File: config.mk
export PLATFORM = sky130hd
export DESIGN_NAME = calendar_day_number_converter
export DESIGN_NICKNAME = d
export VERILOG_FILES = /design/src/sv/cdn_pkg.sv /design/src/sv/cdn_date_stage.sv /design/src/sv/cdn_divide_stage.sv /design/src/sv/cdn_split_stage.sv /design/src/sv/calendar_day_number_converter.sv
export SDC_FILE = /design/constraint.sdc
export NUM_CORES = 1
export LEC_CHECK = 0
export BUFFER_PORTS_ARGS = -buffer_cell sky130_fd_sc_hd__buf_2
export CORE_UTILIZATION = 63
export DETAILED_ROUTE_END_ITERATION = 12
export PLACE_DENSITY_LB_ADDON = 0.1
export SLEW_MARGIN = 25
export SYNTH_ARGS = -nofsm -noshare
export SYNTH_HDL_FRONTEND = slang
export SYNTH_SLANG_ARGS = --single-unit
File: constraint.sdc
create_clock -name aclk -period 18.7 [get_ports aclk]
set_input_delay 2.805 -clock aclk [delete_from_list [all_inputs] [get_ports aclk]]
set_output_delay 2.805 -clock aclk [all_outputs]
set_load 0.05 [all_outputs]
File: src/sv/cdn_pkg.sv
// Shared types, constants and calendar tables for the calendar day number converter.
// Used by every module under sv/; no other dependencies.
package cdn_pkg;

    localparam logic [1:0] FUNC_TO_INDEX = 2'd0;
    localparam logic [1:0] FUNC_TO_DATE  = 2'd1;
    localparam logic [1:0] FUNC_ADD_DAYS = 2'd2;

    localparam logic [11:0] FIRST_YEAR     = 12'd2000;
    localparam logic [11:0] LAST_YEAR      = 12'd2099;
    localparam logic [15:0] LAST_INDEX     = 16'd36524;
    localparam logic [10:0] FOUR_YEAR_DAYS = 11'd1461;
    localparam logic [8:0]  YEAR_DAYS      = 9'd365;
    localparam logic [8:0]  LEAP_YEAR_DAYS = 9'd366;
    localparam logic [2:0]  WEEK_DAYS      = 3'd7;
    localparam logic [2:0]  EPOCH_WEEKDAY  = 3'd5;

    // Reciprocals that undershoot by at most one over the day number range.
    localparam logic [11:0] DIV1461_MUL = 12'd2870;   // floor(2^22 / 1461)
    localparam logic [13:0] DIV7_MUL    = 14'd9362;   // floor(2^16 / 7)

    localparam int TDATA_IN_W  = 56;
    localparam int TDATA_OUT_W = 40;

    typedef struct packed {
        logic        ok;
        logic [15:0] idx;
    } idx_beat_t;

    typedef struct packed {
        logic        ok;
        logic [15:0] idx;
        logic [4:0]  group;
        logic [10:0] rem;
        logic [2:0]  weekday;
    } div_beat_t;

    typedef struct packed {
        logic        ok;
        logic [11:0] year;
        logic [3:0]  month;
        logic [4:0]  day;
        logic [15:0] idx;
        logic [2:0]  weekday;
    } res_beat_t;

    function automatic logic [4:0] month_days(input logic [3:0] month, input logic leap);
        logic [4:0] len;
        case (month)
            4'd1, 4'd3, 4'd5, 4'd7, 4'd8, 4'd10, 4'd12: len = 5'd31;
            4'd4, 4'd6, 4'd9, 4'd11:                   len = 5'd30;
            4'd2:                                      len = leap ? 5'd29 : 5'd28;
            default:                                   len = 5'd0;
        endcase
        return len;
    endfunction

    // Days of the year before the first of the given month.
    function automatic logic [8:0] cum_days(input logic [3:0] month, input logic leap);
        logic [8:0] base;
        case (month)
            4'd1:    base = 9'd0;
            4'd2:    base = 9'd31;
            4'd3:    base = 9'd59;
            4'd4:    base = 9'd90;
            4'd5:    base = 9'd120;
            4'd6:    base = 9'd151;
            4'd7:    base = 9'd181;
            4'd8:    base = 9'd212;
            4'd9:    base = 9'd243;
            4'd10:   base = 9'd273;
            4'd11:   base = 9'd304;
            4'd12:   base = 9'd334;
            default: base = 9'd0;
        endcase
        if (leap && month > 4'd2) begin
            base = base + 9'd1;
        end
        return base;
    endfunction

endpackage

File: src/sv/cdn_date_stage.sv
// Two pipeline stages: date check and day number, then delta add and range check.
// Depends on cdn_pkg.
module cdn_date_stage (
    input  logic               aclk,
    input  logic               aresetn,
    input  logic               in_valid,
    output logic               in_ready,
    input  logic [1:0]         func,
    input  logic [11:0]        in_year,
    input  logic [3:0]         in_month,
    input  logic [4:0]         in_day,
    input  logic [15:0]        in_day_index,
    input  logic signed [16:0] day_delta,
    output logic               out_valid,
    input  logic               out_ready,
    output cdn_pkg::idx_beat_t out_beat
);

    logic [11:0] k_full;
    logic [6:0]  k;
    logic        leap;
    logic        date_ok;
    logic [16:0] date_idx;
    logic        base_ok_next;
    logic [15:0] base_next;
    logic signed [16:0] delta_next;

    logic               a_valid_reg;
    logic               base_ok_reg;
    logic [15:0]        base_reg;
    logic signed [16:0] delta_reg;
    logic               a_ready;

    logic signed [17:0] sum;
    cdn_pkg::idx_beat_t b_next;
    cdn_pkg::idx_beat_t b_reg;
    logic               b_valid_reg;
    logic               b_ready;

    assign b_ready  = !b_valid_reg || out_ready;
    assign a_ready  = !a_valid_reg || b_ready;
    assign in_ready = a_ready;

    always_comb begin
        k_full  = in_year - cdn_pkg::FIRST_YEAR;
        k       = k_full[6:0];
        leap    = (k[1:0] == 2'b00);
        date_ok = (in_year >= cdn_pkg::FIRST_YEAR) && (in_year <= cdn_pkg::LAST_YEAR)
                  && (in_day != 5'd0)
                  && (in_day <= cdn_pkg::month_days(in_month, leap));
        date_idx = 17'({10'b0, k} * 17'(cdn_pkg::YEAR_DAYS))
                 + 17'(({1'b0, k} + 8'd3) >> 2)
                 + 17'(cdn_pkg::cum_days(in_month, leap))
                 + 17'(in_day) - 17'd1;
        base_ok_next = 1'b0;
        base_next    = date_idx[15:0];
        delta_next   = '0;
        case (func)
            cdn_pkg::FUNC_TO_INDEX: begin
                base_ok_next = date_ok;
            end
            cdn_pkg::FUNC_TO_DATE: begin
                base_ok_next = (in_day_index <= cdn_pkg::LAST_INDEX);
                base_next    = in_day_index;
            end
            cdn_pkg::FUNC_ADD_DAYS: begin
                base_ok_next = date_ok;
                delta_next   = day_delta;
            end
            default: begin
                base_ok_next = 1'b0;
            end
        endcase
    end

    always_ff @(posedge aclk) begin
        if (!aresetn) begin
            a_valid_reg <= 1'b0;
        end else if (a_ready) begin
            a_valid_reg <= in_valid;
        end
        if (a_ready && in_valid) begin
            base_ok_reg <= base_ok_next;
            base_reg    <= base_next;
            delta_reg   <= delta_next;
        end
    end

    always_comb begin
        sum        = $signed({2'b00, base_reg}) + $signed({delta_reg[16], delta_reg});
        b_next.ok  = base_ok_reg && !sum[17] && (sum[16:0] <= {1'b0, cdn_pkg::LAST_INDEX});
        b_next.idx = sum[15:0];
    end

    always_ff @(posedge aclk) begin
        if (!aresetn) begin
            b_valid_reg <= 1'b0;
        end else if (b_ready) begin
            b_valid_reg <= a_valid_reg;
        end
        if (b_ready && a_valid_reg) begin
            b_reg <= b_next;
        end
    end

    assign out_valid = b_valid_reg;
    assign out_beat  = b_reg;

endmodule

File: src/sv/cdn_divide_stage.sv
// Two pipeline stages: reciprocal multiplies, then quotient fix-up for the
// four-year group and the weekday. Depends on cdn_pkg.
module cdn_divide_stage (
    input  logic               aclk,
    input  logic               aresetn,
    input  logic               in_valid,
    output logic               in_ready,
    input  cdn_pkg::idx_beat_t in_beat,
    output logic               out_valid,
    input  logic               out_ready,
    output cdn_pkg::div_beat_t out_beat
);

    logic               c_valid_reg;
    logic               c_ok_reg;
    logic [15:0]        c_idx_reg;
    logic [15:0]        c_wv_reg;
    logic [26:0]        c_p_reg;
    logic [28:0]        c_pw_reg;
    logic [15:0]        wv_next;
    logic               c_ready;

    logic [4:0]         q;
    logic [15:0]        r0;
    logic [12:0]        q7;
    logic [15:0]        r7;
    cdn_pkg::div_beat_t d_next;
    cdn_pkg::div_beat_t d_reg;
    logic               d_valid_reg;
    logic               d_ready;

    assign d_ready  = !d_valid_reg || out_ready;
    assign c_ready  = !c_valid_reg || d_ready;
    assign in_ready = c_ready;
    assign wv_next  = in_beat.idx + 16'(cdn_pkg::EPOCH_WEEKDAY);

    always_ff @(posedge aclk) begin
        if (!aresetn) begin
            c_valid_reg <= 1'b0;
        end else if (c_ready) begin
            c_valid_reg <= in_valid;
        end
        if (c_ready && in_valid) begin
            c_ok_reg  <= in_beat.ok;
            c_idx_reg <= in_beat.idx;
            c_wv_reg  <= wv_next;
            c_p_reg   <= 27'({11'b0, in_beat.idx} * 27'(cdn_pkg::DIV1461_MUL));
            c_pw_reg  <= 29'({13'b0, wv_next} * 29'(cdn_pkg::DIV7_MUL));
        end
    end

    // Quotients come out at most one low; one compare and subtract fixes them.
    always_comb begin
        q  = c_p_reg[26:22];
        r0 = c_idx_reg - 16'({11'b0, q} * 16'(cdn_pkg::FOUR_YEAR_DAYS));
        q7 = c_pw_reg[28:16];
        r7 = c_wv_reg - 16'({3'b0, q7} * 16'(cdn_pkg::WEEK_DAYS));
        d_next.ok  = c_ok_reg;
        d_next.idx = c_idx_reg;
        if (r0 >= 16'(cdn_pkg::FOUR_YEAR_DAYS)) begin
            d_next.group = q + 5'd1;
            d_next.rem   = 11'(r0 - 16'(cdn_pkg::FOUR_YEAR_DAYS));
        end else begin
            d_next.group = q;
            d_next.rem   = r0[10:0];
        end
        if (r7 >= 16'(cdn_pkg::WEEK_DAYS)) begin
            d_next.weekday = 3'(r7 - 16'(cdn_pkg::WEEK_DAYS));
        end else begin
            d_next.weekday = r7[2:0];
        end
    end

    always_ff @(posedge aclk) begin
        if (!aresetn) begin
            d_valid_reg <= 1'b0;
        end else if (d_ready) begin
            d_valid_reg <= c_valid_reg;
        end
        if (d_ready && c_valid_reg) begin
            d_reg <= d_next;
        end
    end

    assign out_valid = d_valid_reg;
    assign out_beat  = d_reg;

endmodule

File: src/sv/cdn_split_stage.sv
// Two pipeline stages: year and day of year from the group remainder, then
// month and day of month. Depends on cdn_pkg.
module cdn_split_stage (
    input  logic               aclk,
    input  logic               aresetn,
    input  logic               in_valid,
    output logic               in_ready,
    input  cdn_pkg::div_beat_t in_beat,
    output logic               out_valid,
    input  logic               out_ready,
    output cdn_pkg::res_beat_t out_beat
);

    logic [1:0]  yo;
    logic [8:0]  doy_next;
    logic [11:0] year_next;
    logic        e_valid_reg;
    logic        e_ok_reg;
    logic [11:0] e_year_reg;
    logic [8:0]  e_doy_reg;
    logic        e_leap_reg;
    logic [15:0] e_idx_reg;
    logic [2:0]  e_wd_reg;
    logic        e_ready;

    logic [3:0]         month;
    logic [8:0]         dom;
    cdn_pkg::res_beat_t f_next;
    cdn_pkg::res_beat_t f_reg;
    logic               f_valid_reg;
    logic               f_ready;

    localparam logic [10:0] YEAR2_START = 11'(cdn_pkg::LEAP_YEAR_DAYS);
    localparam logic [10:0] YEAR3_START = 11'(cdn_pkg::LEAP_YEAR_DAYS)
                                        + 11'(cdn_pkg::YEAR_DAYS);
    localparam logic [10:0] YEAR4_START = 11'(cdn_pkg::LEAP_YEAR_DAYS + 2 * cdn_pkg::YEAR_DAYS);

    assign f_ready  = !f_valid_reg || out_ready;
    assign e_ready  = !e_valid_reg || f_ready;
    assign in_ready = e_ready;

    always_comb begin
        if (in_beat.rem < YEAR2_START) begin
            yo       = 2'd0;
            doy_next = in_beat.rem[8:0];
        end else if (in_beat.rem < YEAR3_START) begin
            yo       = 2'd1;
            doy_next = 9'(in_beat.rem - YEAR2_START);
        end else if (in_beat.rem < YEAR4_START) begin
            yo       = 2'd2;
            doy_next = 9'(in_beat.rem - YEAR3_START);
        end else begin
            yo       = 2'd3;
            doy_next = 9'(in_beat.rem - YEAR4_START);
        end
        year_next = cdn_pkg::FIRST_YEAR + {5'b0, in_beat.group, 2'b00} + {10'b0, yo};
    end

    always_ff @(posedge aclk) begin
        if (!aresetn) begin
            e_valid_reg <= 1'b0;
        end else if (e_ready) begin
            e_valid_reg <= in_valid;
        end
        if (e_ready && in_valid) begin
            e_ok_reg   <= in_beat.ok;
            e_year_reg <= year_next;
            e_doy_reg  <= doy_next;
            e_leap_reg <= (yo == 2'd0);
            e_idx_reg  <= in_beat.idx;
            e_wd_reg   <= in_beat.weekday;
        end
    end

    // Count month starts at or before the day of year; all compares run in parallel.
    always_comb begin
        month = 4'd1;
        for (int i = 2; i <= 12; i++) begin
            if (e_doy_reg >= cdn_pkg::cum_days(4'(i), e_leap_reg)) begin
                month = month + 4'd1;
            end
        end
        dom = e_doy_reg - cdn_pkg::cum_days(month, e_leap_reg) + 9'd1;
        if (e_ok_reg) begin
            f_next.ok      = 1'b1;
            f_next.year    = e_year_reg;
            f_next.month   = month;
            f_next.day     = dom[4:0];
            f_next.idx     = e_idx_reg;
            f_next.weekday = e_wd_reg;
        end else begin
            f_next = '0;
        end
    end

    always_ff @(posedge aclk) begin
        if (!aresetn) begin
            f_valid_reg <= 1'b0;
        end else if (f_ready) begin
            f_valid_reg <= e_valid_reg;
        end
        if (f_ready && e_valid_reg) begin
            f_reg <= f_next;
        end
    end

    assign out_valid = f_valid_reg;
    assign out_beat  = f_reg;

endmodule

File: src/sv/calendar_day_number_converter.sv
// Calendar day number converter: Gregorian dates 2000..2099 to day numbers and back.
// Each accepted input beat passes the date, divide and split stages and then the output register to the m_ side.
// Throughput: one beat per cycle while m_tready is high; each of the six stages plus the
// output register advances whenever its successor has room, so bubbles fill during a stall.
// Reset: aresetn low, synchronous, clears all valid bits; no results are pending.
// Depends on cdn_pkg, cdn_date_stage, cdn_divide_stage, cdn_split_stage.
module calendar_day_number_converter (
    input  logic                            aclk,
    input  logic                            aresetn,
    input  logic                            s_tvalid,
    output logic                            s_tready,
    // s_tdata from bit 0: in_year[11:0], in_month[3:0], in_day[4:0],
    // in_day_index[15:0], day_delta[16:0], two zero pad bits
    input  logic [cdn_pkg::TDATA_IN_W-1:0]  s_tdata,
    // s_tuser: func[1:0]
    input  logic [1:0]                      s_tuser,
    output logic                            m_tvalid,
    input  logic                            m_tready,
    // m_tdata from bit 0: out_year[11:0], out_month[3:0], out_day[4:0],
    // out_day_index[15:0], weekday[2:0]
    output logic [cdn_pkg::TDATA_OUT_W-1:0] m_tdata,
    // m_tuser: ok
    output logic                            m_tuser
);

    logic               date_valid;
    logic               date_ready;
    cdn_pkg::idx_beat_t date_beat;
    logic               div_valid;
    logic               div_ready;
    cdn_pkg::div_beat_t div_beat;
    logic               split_valid;
    logic               split_ready;
    cdn_pkg::res_beat_t split_beat;

    logic               out_valid_reg;
    cdn_pkg::res_beat_t out_reg;

    cdn_date_stage u_date (
        .aclk         (aclk),
        .aresetn      (aresetn),
        .in_valid     (s_tvalid),
        .in_ready     (s_tready),
        .func         (s_tuser),
        .in_year      (s_tdata[11:0]),
        .in_month     (s_tdata[15:12]),
        .in_day       (s_tdata[20:16]),
        .in_day_index (s_tdata[36:21]),
        .day_delta    ($signed(s_tdata[53:37])),
        .out_valid    (date_valid),
        .out_ready    (date_ready),
        .out_beat     (date_beat)
    );

    cdn_divide_stage u_divide (
        .aclk      (aclk),
        .aresetn   (aresetn),
        .in_valid  (date_valid),
        .in_ready  (date_ready),
        .in_beat   (date_beat),
        .out_valid (div_valid),
        .out_ready (div_ready),
        .out_beat  (div_beat)
    );

    cdn_split_stage u_split (
        .aclk      (aclk),
        .aresetn   (aresetn),
        .in_valid  (div_valid),
        .in_ready  (div_ready),
        .in_beat   (div_beat),
        .out_valid (split_valid),
        .out_ready (split_ready),
        .out_beat  (split_beat)
    );

    assign split_ready = !out_valid_reg || m_tready;

    always_ff @(posedge aclk) begin
        if (!aresetn) begin
            out_valid_reg <= 1'b0;
        end else if (split_ready) begin
            out_valid_reg <= split_valid;
        end
        if (split_ready && split_valid) begin
            out_reg <= split_beat;
        end
    end

    assign m_tvalid = out_valid_reg;
    assign m_tuser  = out_reg.ok;
    assign m_tdata  = {out_reg.weekday, out_reg.idx, out_reg.day, out_reg.month, out_reg.year};

`ifndef SYNTHESIS
    a_ok_year_range: assert property (@(posedge aclk) disable iff (!aresetn)
        (m_tvalid && m_tuser) |-> (m_tdata[11:0] >= cdn_pkg::FIRST_YEAR
                                   && m_tdata[11:0] <= cdn_pkg::LAST_YEAR))
        else $error("ok result with year outside 2000..2099");

    a_fail_zero: assert property (@(posedge aclk) disable iff (!aresetn)
        (m_tvalid && !m_tuser) |-> (m_tdata == '0))
        else $error("failed result carries nonzero fields");

    a_ok_fields: assert property (@(posedge aclk) disable iff (!aresetn)
        (m_tvalid && m_tuser) |-> (m_tdata[39:37] < cdn_pkg::WEEK_DAYS
                                   && m_tdata[20:16] != 5'd0
                                   && m_tdata[15:12] != 4'd0
                                   && m_tdata[15:12] <= 4'd12
                                   && m_tdata[36:21] <= cdn_pkg::LAST_INDEX))
        else $error("ok result with weekday, month, day or day number out of range");
`endif

endmodule

---- Word-level counts from Yosys, hierarchy flattened ----
Memory sizes are Yosys's and may differ from the RTL's.
Index checks and enable logic that the tools add are counted.
storage, ports and cells
  register bits after elaboration ......... 305
  bits in latches ......................... 0
  memory bits (writable) .................. 0
  memory bits (read-only) ................. 288
  input bits .............................. 62
  output and inout bits ................... 43
  logic and storage cells ................. 188
  memories ................................ 2
operators by class
  add/sub/neg operators ................... 32
  multipliers ............................. 5
  div/mod/pow operators ................... 0
  magnitude comparators ................... 23
  equal/unequal tests ..................... 14
  shift-type cells ........................ 0
  muxes and demuxes ....................... 36
  bitwise logic cells ..................... 0
  reductions and logical operators ........ 36
memories
  memory           words  width  rd ports  clocked after Yosys merged registers in  wr ports  RTL line       RTL
  (no name shown)  16     9      1         0                                        0         cdn_pkg.sv:61  case (month)
  (no name shown)  16     9      1         0                                        0         cdn_pkg.sv:61
operators by type and width
  operator                                                             number
  2-to-1 mux 4 bit                                                     11
  2-to-1 mux 41 bit                                                    1
  adder 4 x 1 -> 4 bit, second input constant                          9
  greater-or-equal comparator 9 x 8 -> 1 bit                           4
  2-to-1 mux 9 bit                                                     4
  2-to-1 mux 16 bit                                                    2
  subtractor 16 bit                                                    2
  multiplier 16 x 13 -> 28 bit, second input constant                  1
  greater-or-equal comparator 9 bit                                    3
  multiplier 16 x 11 -> 26 bit, second input constant                  1
  equality test 4 bit, second input constant                           5
  adder 17 x 17 -> 18 bit                                              1
  greater-or-equal comparator 9 x 7 -> 1 bit                           2
  less-or-equal comparator 17 x 16 -> 1 bit, second input constant     1
  adder 16 x 15 -> 16 bit                                              1
  adder 16 x 3 -> 16 bit, second input constant                        1
  adder 16 x 5 -> 16 bit                                               1
  adder 16 x 9 -> 16 bit                                               1
  equality test 4 x 3 -> 1 bit, second input constant                  4
  greater-or-equal comparator 16 x 11 -> 1 bit, second input constant  1
  greater-or-equal comparator 16 x 3 -> 1 bit, second input constant   1
  less-or-equal comparator 16 bit, second input constant               1
  multiplier 13 x 3 -> 16 bit, second input constant                   1
  multiplier 5 x 11 -> 16 bit, second input constant                   1
  42 further kinds                                                     86

---- Depth between registers and ports, before layout ----
Gate-level depths: netlist (run 1).
  depth after elaboration ................. 28
  mapped depth ............................ 51
  depth with buffers taken out ............ 50

---- Modules after synthesis ----
A second synthesis (run 1) with hierarchy kept.
second synthesis, totals
  cell total of the unflattened synthesis .. 2,262
  area, all modules ....................... 24,283.3 sq um
modules (own cells, without submodules)
  module                         times used  cells each  area each (sq um)  sequential area each (sq um)
  cdn_divide_stage               1           1,127       11,669.9           2,652.5
  cdn_date_stage                 1           604         5,864.4            1,571.5
  cdn_split_stage                1           485         5,460.2            2,412.3
  calendar_day_number_converter  1           46          1,288.7            1,251.2

---- Worst setup path before layout (run 1) ----
OpenSTA, ideal clock, no wires.
  kind .................................... register -> register
  from .................................... reg u_split.e_leap_reg
  to ...................................... reg u_split.f_reg, in the netlist u_split.out_beat[23], data pin
  library setup time ...................... 0.263 ns
  data arrival time ....................... 9.358 ns
  data required time ...................... 18.437 ns
  path slack .............................. 9.079 ns
  stages on the path, launching flop included .. 50
  path buffers ............................ 3
  clock period less this slack ............ 9.621 ns
  path through ............................ edfxtp_1 > inv_1 > ha_1 > nand2_1 > a21oi_1 > o21ai_0 > a21oi_1 > or4_1 > inv_1 > fa_1 > clkbuf_1 > o211ai_1 > a21boi_0 > o311ai_4 > xnor2_1 > a21oi_1 > ha_1 > inv_1 > (+14 left out) > mux2i_1 > mux2i_1 > ha_1 > nand2_1 > nor2_1 > nor3_1 > a221o_1 > o21ai_0 > ha_1 > ha_1 > a21o_1 > a21oi_1 > xnor2_1 > or3_1 > a22o_1 > nand2_1 > nor3_1 > mux2i_1
on the way
  word-level cells in the longest chain between the ends .. 26
  elaborated cells between the ends (all ways) .. 46
  those cells by class .................... add/sub: 12; order compare: 11; mux: 21; reduce/logical: 1; memory: 1
ends and longest elaborated chain
  what                                                                            RTL line                      RTL
  start: declaration                                                              cdn_split_stage.sv:21         logic e_leap_reg;
  start signal: assignment                                                        cdn_split_stage.sv:69         e_leap_reg <= (yo == 2'd0);
  2-to-1 mux 3 bit                                                                cdn_pkg.sv:76                 if (leap && month > 4'd2) begin
  greater-or-equal comparator 9 x 6 -> 1 bit                                      cdn_split_stage.sv:79         if (e_doy_reg >= cdn_pkg::cum_days(4'(i), e_leap_reg)) begin
  2-to-1 mux 4 bit                                                                cdn_split_stage.sv:79
  adder 4 x 1 -> 4 bit                                                            cdn_split_stage.sv:80         month = month + 4'd1;
  2-to-1 mux 4 bit                                                                cdn_split_stage.sv:79
  adder 4 x 1 -> 4 bit                                                            cdn_split_stage.sv:80
  2-to-1 mux 4 bit                                                                cdn_split_stage.sv:79
  adder 4 x 1 -> 4 bit                                                            cdn_split_stage.sv:80
  (+10 left out)                                                                  n/a
  2-to-1 mux 4 bit                                                                cdn_split_stage.sv:79
  adder 4 x 1 -> 4 bit                                                            cdn_split_stage.sv:80
  2-to-1 mux 4 bit                                                                cdn_split_stage.sv:79
  memory read (16 x 9 bit) / > comparator 4 x 2 -> 1 bit (equally long branches)  n/a
  adder 5 x 1 -> 5 bit / logical AND 1 bit (equally long branches)                cdn_pkg.sv:77, cdn_pkg.sv:76
  2-to-1 mux 5 bit (*)                                                            cdn_pkg.sv:76
  subtractor 5 bit (*)                                                            cdn_split_stage.sv:83         dom = e_doy_reg - cdn_pkg::cum_days(month, e_leap_reg) + 9'd1;
  adder 5 x 1 -> 5 bit (*)                                                        cdn_split_stage.sv:83
  end signal: assignment                                                          cdn_split_stage.sv:103        f_reg <= f_next;
  end: declaration                                                                cdn_split_stage.sv:29         cdn_pkg::res_beat_t f_reg;
Every way passes the cells marked *; elsewhere a longest branch is shown, timed or not.
A chain may end at the register's enable or synchronous reset.

---- Worst setup path after layout (run 1) ----
Same ends and word-level chain as after synthesis.

==> results.py, run 1 <==
metrics = {
    "routing": {
        "drc": 9,
        "vias_per_cell": 5.62,
        "wl_um": 43700,
        "routed-via-count": 15000,
        "drtPass1Iterations": 9,
        "wire_per_inst_um": 16.4,
        "drtIter0Drc": 700,
        "ant_nets": 0,
    },
    "grt": {
        "grt_max_degree": 41,
        "grt_pass1_wl_um": 73400,
        "grt_overflow_total": 0,
        "grt.total_usage_pct": 24.7,
        "grt_pass1_vias": 15400,
        "antenna_found_initial": 0,
    },
    "sta": {
        "timing.fmax_mhz": 89.4,
        "hold_viol": 0,
        "post-route-period-util_pct": 59.8,
        "fin_setup_tns_ns": 0,
        "setup-violations-final": 0,
        "skew_ns": 0.0101,
        "slew_headroom_pct": 40.1,
        "worst_pin_slew_ns": 0.897,
        "finalMaxSlewViolations": 0,
        "rsz0062_at_grt": "false",
        "period_minus_slack_ns": 11.18,
    },
    "cts": {
        "post_cts_buffers": 0,
        "holdBufCountCts": 0,
        "clock-root-buffer": "clkbuf_16",
        "clock_path_buffers": 3,
        "cts_buffers": 27,
        "tritoncts": "yes",
        "clk_pin_slew_ns": 0.07,
        "cts_sinks": 263,
        "ctsResizeCount": 0,
        "worstSkewPairLatency_ns": 0.56,
        "ctsHtreeMaxLevel": 1,
    },
    "setup_path": {
        "crit_path_end_kind": "register",
        "worst-path-max-fanout": 11,
        "worstSetupPathType": "register to register",
        "crit_family": "compound AO/OA/AOI/OAI gates",
        "cp.buffers_inverters": 4,
        "crit_top_cell": "ha_1",
        "cpPeakStageDelay_ns": 0.58,
        "crit_path_start_kind": "register",
        "worstPathArrival_ns": 11.57,
        "critPathSlowestCell": "xnor3_1",
        "crit_required_ns": 19.09,
    },
    "synthesis": {
        "syn_inst": 2073,
        "ys_warn_count": 0,
        "synth_ff_type": "edfxtp_1",
        "muxShareOfSynthArea_pct": 1.32,
        "synth_largest_area_cell": "edfxtp_1",
        "synth_compound_area_share_pct": 9.93,
        "synth_top_family_by_area": "adder cells",
        "yosysSeqAreaShare_pct": 34.0,
        "synth-edff-count": 256,
        "ys_async_sr_fraction_pct": 0,
        "synth_nets": 2659,
        "synth_fa_ha_area_share_pct": 34.1,
        "ys_top_cells_by_area": "edfxtp_1, ha_1, fa_1, inv_1, xnor2_1",
        "yosys.cell_types.count": 91,
        "syn_area_um2": 23000,
        "synth_top_area_share_pct": 33.4,
        "synth.avg_cell_area_um2": 11.1,
        "synthXorXnorAreaFrac_pct": 5.49,
        "ys_ff_latch": 263,
        "yosys.area_share.simple_pct": 8.79,
    },
    "floorplanning": {
        "core_area_um2": 35700,
        "fp.dieH_um": 193,
        "rows": 69,
        "fp.dieArea_um2": 37300,
        "start_util_pct": 64.4,
        "die_w_um": 193,
        "io_pins": 105,
    },
    "layout": {
        "nets": 2773,
        "syn_to_final_growth_pct": 9.05,
        "largest_reg_flops": 39,
        "antennaDiodeCount": 0,
        "drive_gt1_share_pct": 9.20,
        "fill_cells": 2659,
    },
    "outcome": {
        "status": "finished with violations",
        "violations": "design-rule violations",
    },
    "place": {
        "globalplace.congestion": 0.918,
        "place.detailed.hpwl_um": 35000,
        "port-buffer-count": 102,
    },
    "hold_path": {
        "hp-class": "register to register",
    },
    "run": {
        "drv_cap": 0,
    },
}
==> cells in the mapped netlist, types with 7 or more instances <==
cell type,number
ha_1,351
inv_1,349
edfxtp_1,256
fa_1,173
nor2_1,105
xnor2_1,99
a21oi_1,92
nand2_1,82
o21ai_0,69
and2_1,58
xor2_1,34
a21o_1,28
nor3_1,28
nor2b_1,27
nand3_1,24
clkbuf_1,23
o21a_1,22
nand2b_1,14
a211oi_1,13
a21boi_0,13
mux2i_1,13
and3_1,12
mux2_2,12
or3_1,10
nand4_1,9
o211ai_1,8
o31ai_1,8
a31oi_1,7
dfxtp_1,7
o21bai_1,7
or2_2,7
==> kinds of logic (layout without fill, tap and decap cells) <==
kind of cell    Yosys count  in the layout
fa+ha+maj               524            524
simple gates            401            401
buf+inv                 380            513
compound gates          340            340
flops                   263            263
xor+xnor                138            138
mux                      27             27
==> worst register-to-register path, delay by kind of cell (launching register included) <==
family,cells,cell delay [ns]
AO/OA/AOI/OAI,15,2.68
flip-flops,1,0.56
multiplexers,3,0.83
AND/OR/NAND/NOR,14,2.60
XOR/XNOR,5,1.26
buffers and inverters,4,0.55
adder cells (fa/ha/maj),9,2.52
==> per-stage QoR <==
step	area, µm²	worst slack, ns	cells	hold slack (ns)	utilization, %
4_1_cts	25000	7.60	2664	0.412	70.0
3_5_place_dp	24100	7.67	2616	0.405	67.4
3_3_place_gp	24100	7.90	2615	0.401	67.4
6_report	25100	7.52	2667	0.415	70.2
2_1_floorplan	23000	9.08	2073	0.400	-
5_1_grt	25100	6.65	2667	0.423	70.2
==> metal layers <==
metal	part of all wire [%]	routed length (µm)	vias to the layer above	track usage, %
met4	1.9	821	0	4.78
met2	49	21300	303	42.8
met5	0	0	-	0
li1	-	-	7366	-
met1	46	19900	7249	33.5
met3	3.7	1630	67	2.91
==> cell usage in the layout, fill, tap and decap left out, types with 6 or more instances in the layout <==
cell and count:
a31oi_1 7, nor3_1 28, ha_1 351, o21ai_0 69, or2_2 7, nor2_1 105, buf_4 8, and2_1 58
nand2_1 82, mux2i_1 13, edfxtp_1 256, xnor2_1 99, a211oi_1 13, o31ai_1 8, buf_2 102, xor2_1 34
nand4_1 9, mux2_2 12, o21a_1 22, dfxtp_1 7, a21oi_1 91, or3_1 10, fa_1 173, nor2b_1 24
a21boi_0 11, o21bai_1 7, and3_1 12, clkbuf_16 27, o211ai_1 8, nand3_1 24, clkinv_1 6, nand2b_1 14
inv_1 349, a21o_1 28
==> worst paths after layout <==
check / startpoint / to / slack, ns / cells past startpoint
min reg2reg: u_date.out_beat[16]$_DFFE_PP_ / u_divide.c_ok_reg$_DFFE_PP_ / 0.41 / 0
max: u_split.e_leap_reg$_DFFE_PP_ / u_split.out_beat[23]$_SDFFCE_PN0P_ / 7.52 / 50
max reg2reg: u_split.e_leap_reg$_DFFE_PP_ / u_split.out_beat[23]$_SDFFCE_PN0P_ / 7.52 / 50
min: u_date.out_beat[16]$_DFFE_PP_ / u_divide.c_ok_reg$_DFFE_PP_ / 0.41 / 0
==> area by class of cell <==
cell class                      instances  area [µm²]  area share [%]
Multi-Input combinational cell       1430       13800            54.9
Sequential cell                       263        7830            31.2
Inverter                              351        1320            5.25
Tap cell                              461         577            2.30
Clock inverter                         19         241           0.962
Clock buffer                           29         683            2.72
Timing Repair Buffer                  114         658            2.62
Power of run 1 is left out: the tool's default activity adds up to more than one toggle a clock period on the data nets, which glitch-free logic cannot reach.
==> inputs of run 2 (changes only) <==
==> constraint.sdc (replaced) <==
create_clock -name aclk -period 10.7 [get_ports aclk]
set_input_delay 1.605 -clock aclk [delete_from_list [all_inputs] [get_ports aclk]]
set_output_delay 1.605 -clock aclk [all_outputs]
set_load 0.05 [all_outputs]
==> run 2 against run 1 <==
  * The run still ends with design-rule violations left
  * Fmax rose by 11%
  * Routed wire length rose by 0.72%
  * Worst setup slack got worse by 6.9 ns
  * Critical path type unchanged
  * Critical endpoint unchanged
  * Largest cell class unchanged
==> results.py, run 2 (same netlist as run 1, synthesis figures left out) <==
metrics = {
    "layout": {
        "drive_gt1_share_pct": 10.3,
        "largest_reg_flops": 39,
        "fill_cells": 2605,
        "final_cell_mix": "ha_1, inv_1, edfxtp_1",
        "nets": 2782,
        "regArea_um2": 7830,
        "multi_input_area_um2": 13800,
        "antennaDiodeCount": 0,
        "layout_commonest_cell": "ha_1",
        "syn_to_final_growth_pct": 9.64,
    },
    "routing": {
        "drtIter0Drc": 723,
        "drc": 6,
        "vias_per_cell": 5.64,
        "wire_per_inst_um": 16.4,
        "wl_um": 44000,
        "routed-via-count": 15100,
        "ant_nets": 0,
        "drtPass1Iterations": 9,
    },
    "place": {
        "port-buffer-count": 102,
        "globalplace.congestion": 0.918,
        "dp_slack_ns": 0.347,
        "place.detailed.hpwl_um": 35400,
    },
    "cts": {
        "tritoncts": "yes",
        "ctsHtreeMaxLevel": 1,
        "clock_path_buffers": 3,
        "cts_sinks": 263,
        "cts_buffers": 30,
        "worstSkewPairLatency_ns": 0.57,
        "clk_pin_slew_ns": 0.06,
        "holdBufCountCts": 0,
        "clock-root-buffer": "clkbuf_16",
    },
    "grt": {
        "antenna_found_initial": 0,
        "grt_max_degree": 52,
        "grt_overflow_total": 0,
        "grt.total_usage_pct": 24.8,
        "use_met3_pct": 2.66,
        "busiest_layer": "met2",
        "use_met1_pct": 34.0,
        "grt_pass1_vias": 15200,
        "use_met2_pct": 43.1,
        "grt_pass1_wl_um": 73900,
    },
    "setup_path": {
        "crit_family": "adder cells",
        "crit_path_start_kind": "register",
        "worstSetupPathType": "register to register",
        "crit_top_cell": "ha_1",
        "critPathSlowestCell": "xnor3_2",
        "cpPeakStageDelay_ns": 0.48,
        "crit_required_ns": 11.02,
        "cp.buffers_inverters": 5,
        "worst-path-max-fanout": 7,
        "crit_path_end_kind": "register",
        "worstPathArrival_ns": 10.36,
    },
    "floorplanning": {
        "die_w_um": 193,
        "fp.dieH_um": 193,
        "fp.dieArea_um2": 37300,
        "io_pins": 105,
        "core_area_um2": 35700,
        "start_util_pct": 64.4,
        "rows": 69,
    },
    "sta": {
        "finalMaxSlewViolations": 0,
        "skew_ns": 0.0150,
        "period_minus_slack_ns": 10.04,
        "worst_pin_slew_ns": 0.984,
        "post-route-period-util_pct": 93.8,
        "setup-violations-final": 0,
        "hold_viol": 0,
        "timing.fmax_mhz": 99.6,
        "slew_headroom_pct": 33.6,
        "setup_slack_ns": 0.659,
    },
    "hold_path": {
        "hp-class": "register to register",
    },
    "outcome": {
        "status": "finished with violations",
        "violations": "design-rule violations",
    },
    "run": {
        "drv_cap": 0,
    },
}
[run 2: changes by cell type in the layout (fill, tap and decap cells not counted), sizes merged]
cell / change
clkinv: -1
inv: +2
bufinv: -3
buf: +6
clkbuf: +7
clkinvlp: +1
[run 2: layer usage]
layer  share of wire (%)  routed length [µm]  vias to the layer above
li1                    -                   -                     7374
met1                  46               20000                     7381
met2                  49               21600                      297
met3                 3.7                1620                       57
met4                 1.7                 752                        0
met5                   0                   0                        -
[run 2: cell type report]
cell class / count / area share (%)
multi-input cells: 1430 / 54.8
flip-flops and latches: 263 / 31.0
inverters: 351 / 5.22
clock buffers: 36 / 3.07
repair buffers: 120 / 2.82
well taps: 461 / 2.29
clock inverters: 18 / 0.744
[run 2: final timing paths]
path                                 startpoint                                  to  slack [ns]  depth (start not counted)
max              u_split.e_doy_reg[0]$_DFFE_PP_  u_split.out_beat[23]$_SDFFCE_PN0P_        0.66                         50
min          u_split.out_beat[37]$_SDFFCE_PN0P_                m_tdata[9]$_DFFE_PP_        0.41                          0
max reg2reg      u_split.e_doy_reg[0]$_DFFE_PP_  u_split.out_beat[23]$_SDFFCE_PN0P_        0.66                         50
min reg2reg  u_split.out_beat[37]$_SDFFCE_PN0P_                m_tdata[9]$_DFFE_PP_        0.41                          0
[run 2: metrics by stage]
stage | hold WS [ns] | cell area [µm²] | TNS (ns) | util (%) | cells
final | 0.413 | 25200 | 0 | 70.6 | 2679
after global routing | 0.417 | 25200 | -0.0125 | 70.6 | 2679
after CTS | 0.414 | 25100 | 0 | 70.3 | 2676
after detailed placement | 0.405 | 24200 | 0 | 67.6 | 2622
after global placement | 0.401 | 24100 | 0 | 67.5 | 2620
after floorplan | 0.400 | 23000 | 0 | - | 2073
[run 2: repair_timing]
item,in CTS,in global routing
resized for setup,0,14
endpoints found under the setup margin,0,1
setup buffers,0,1
Power of run 2 is left out for the same reason.
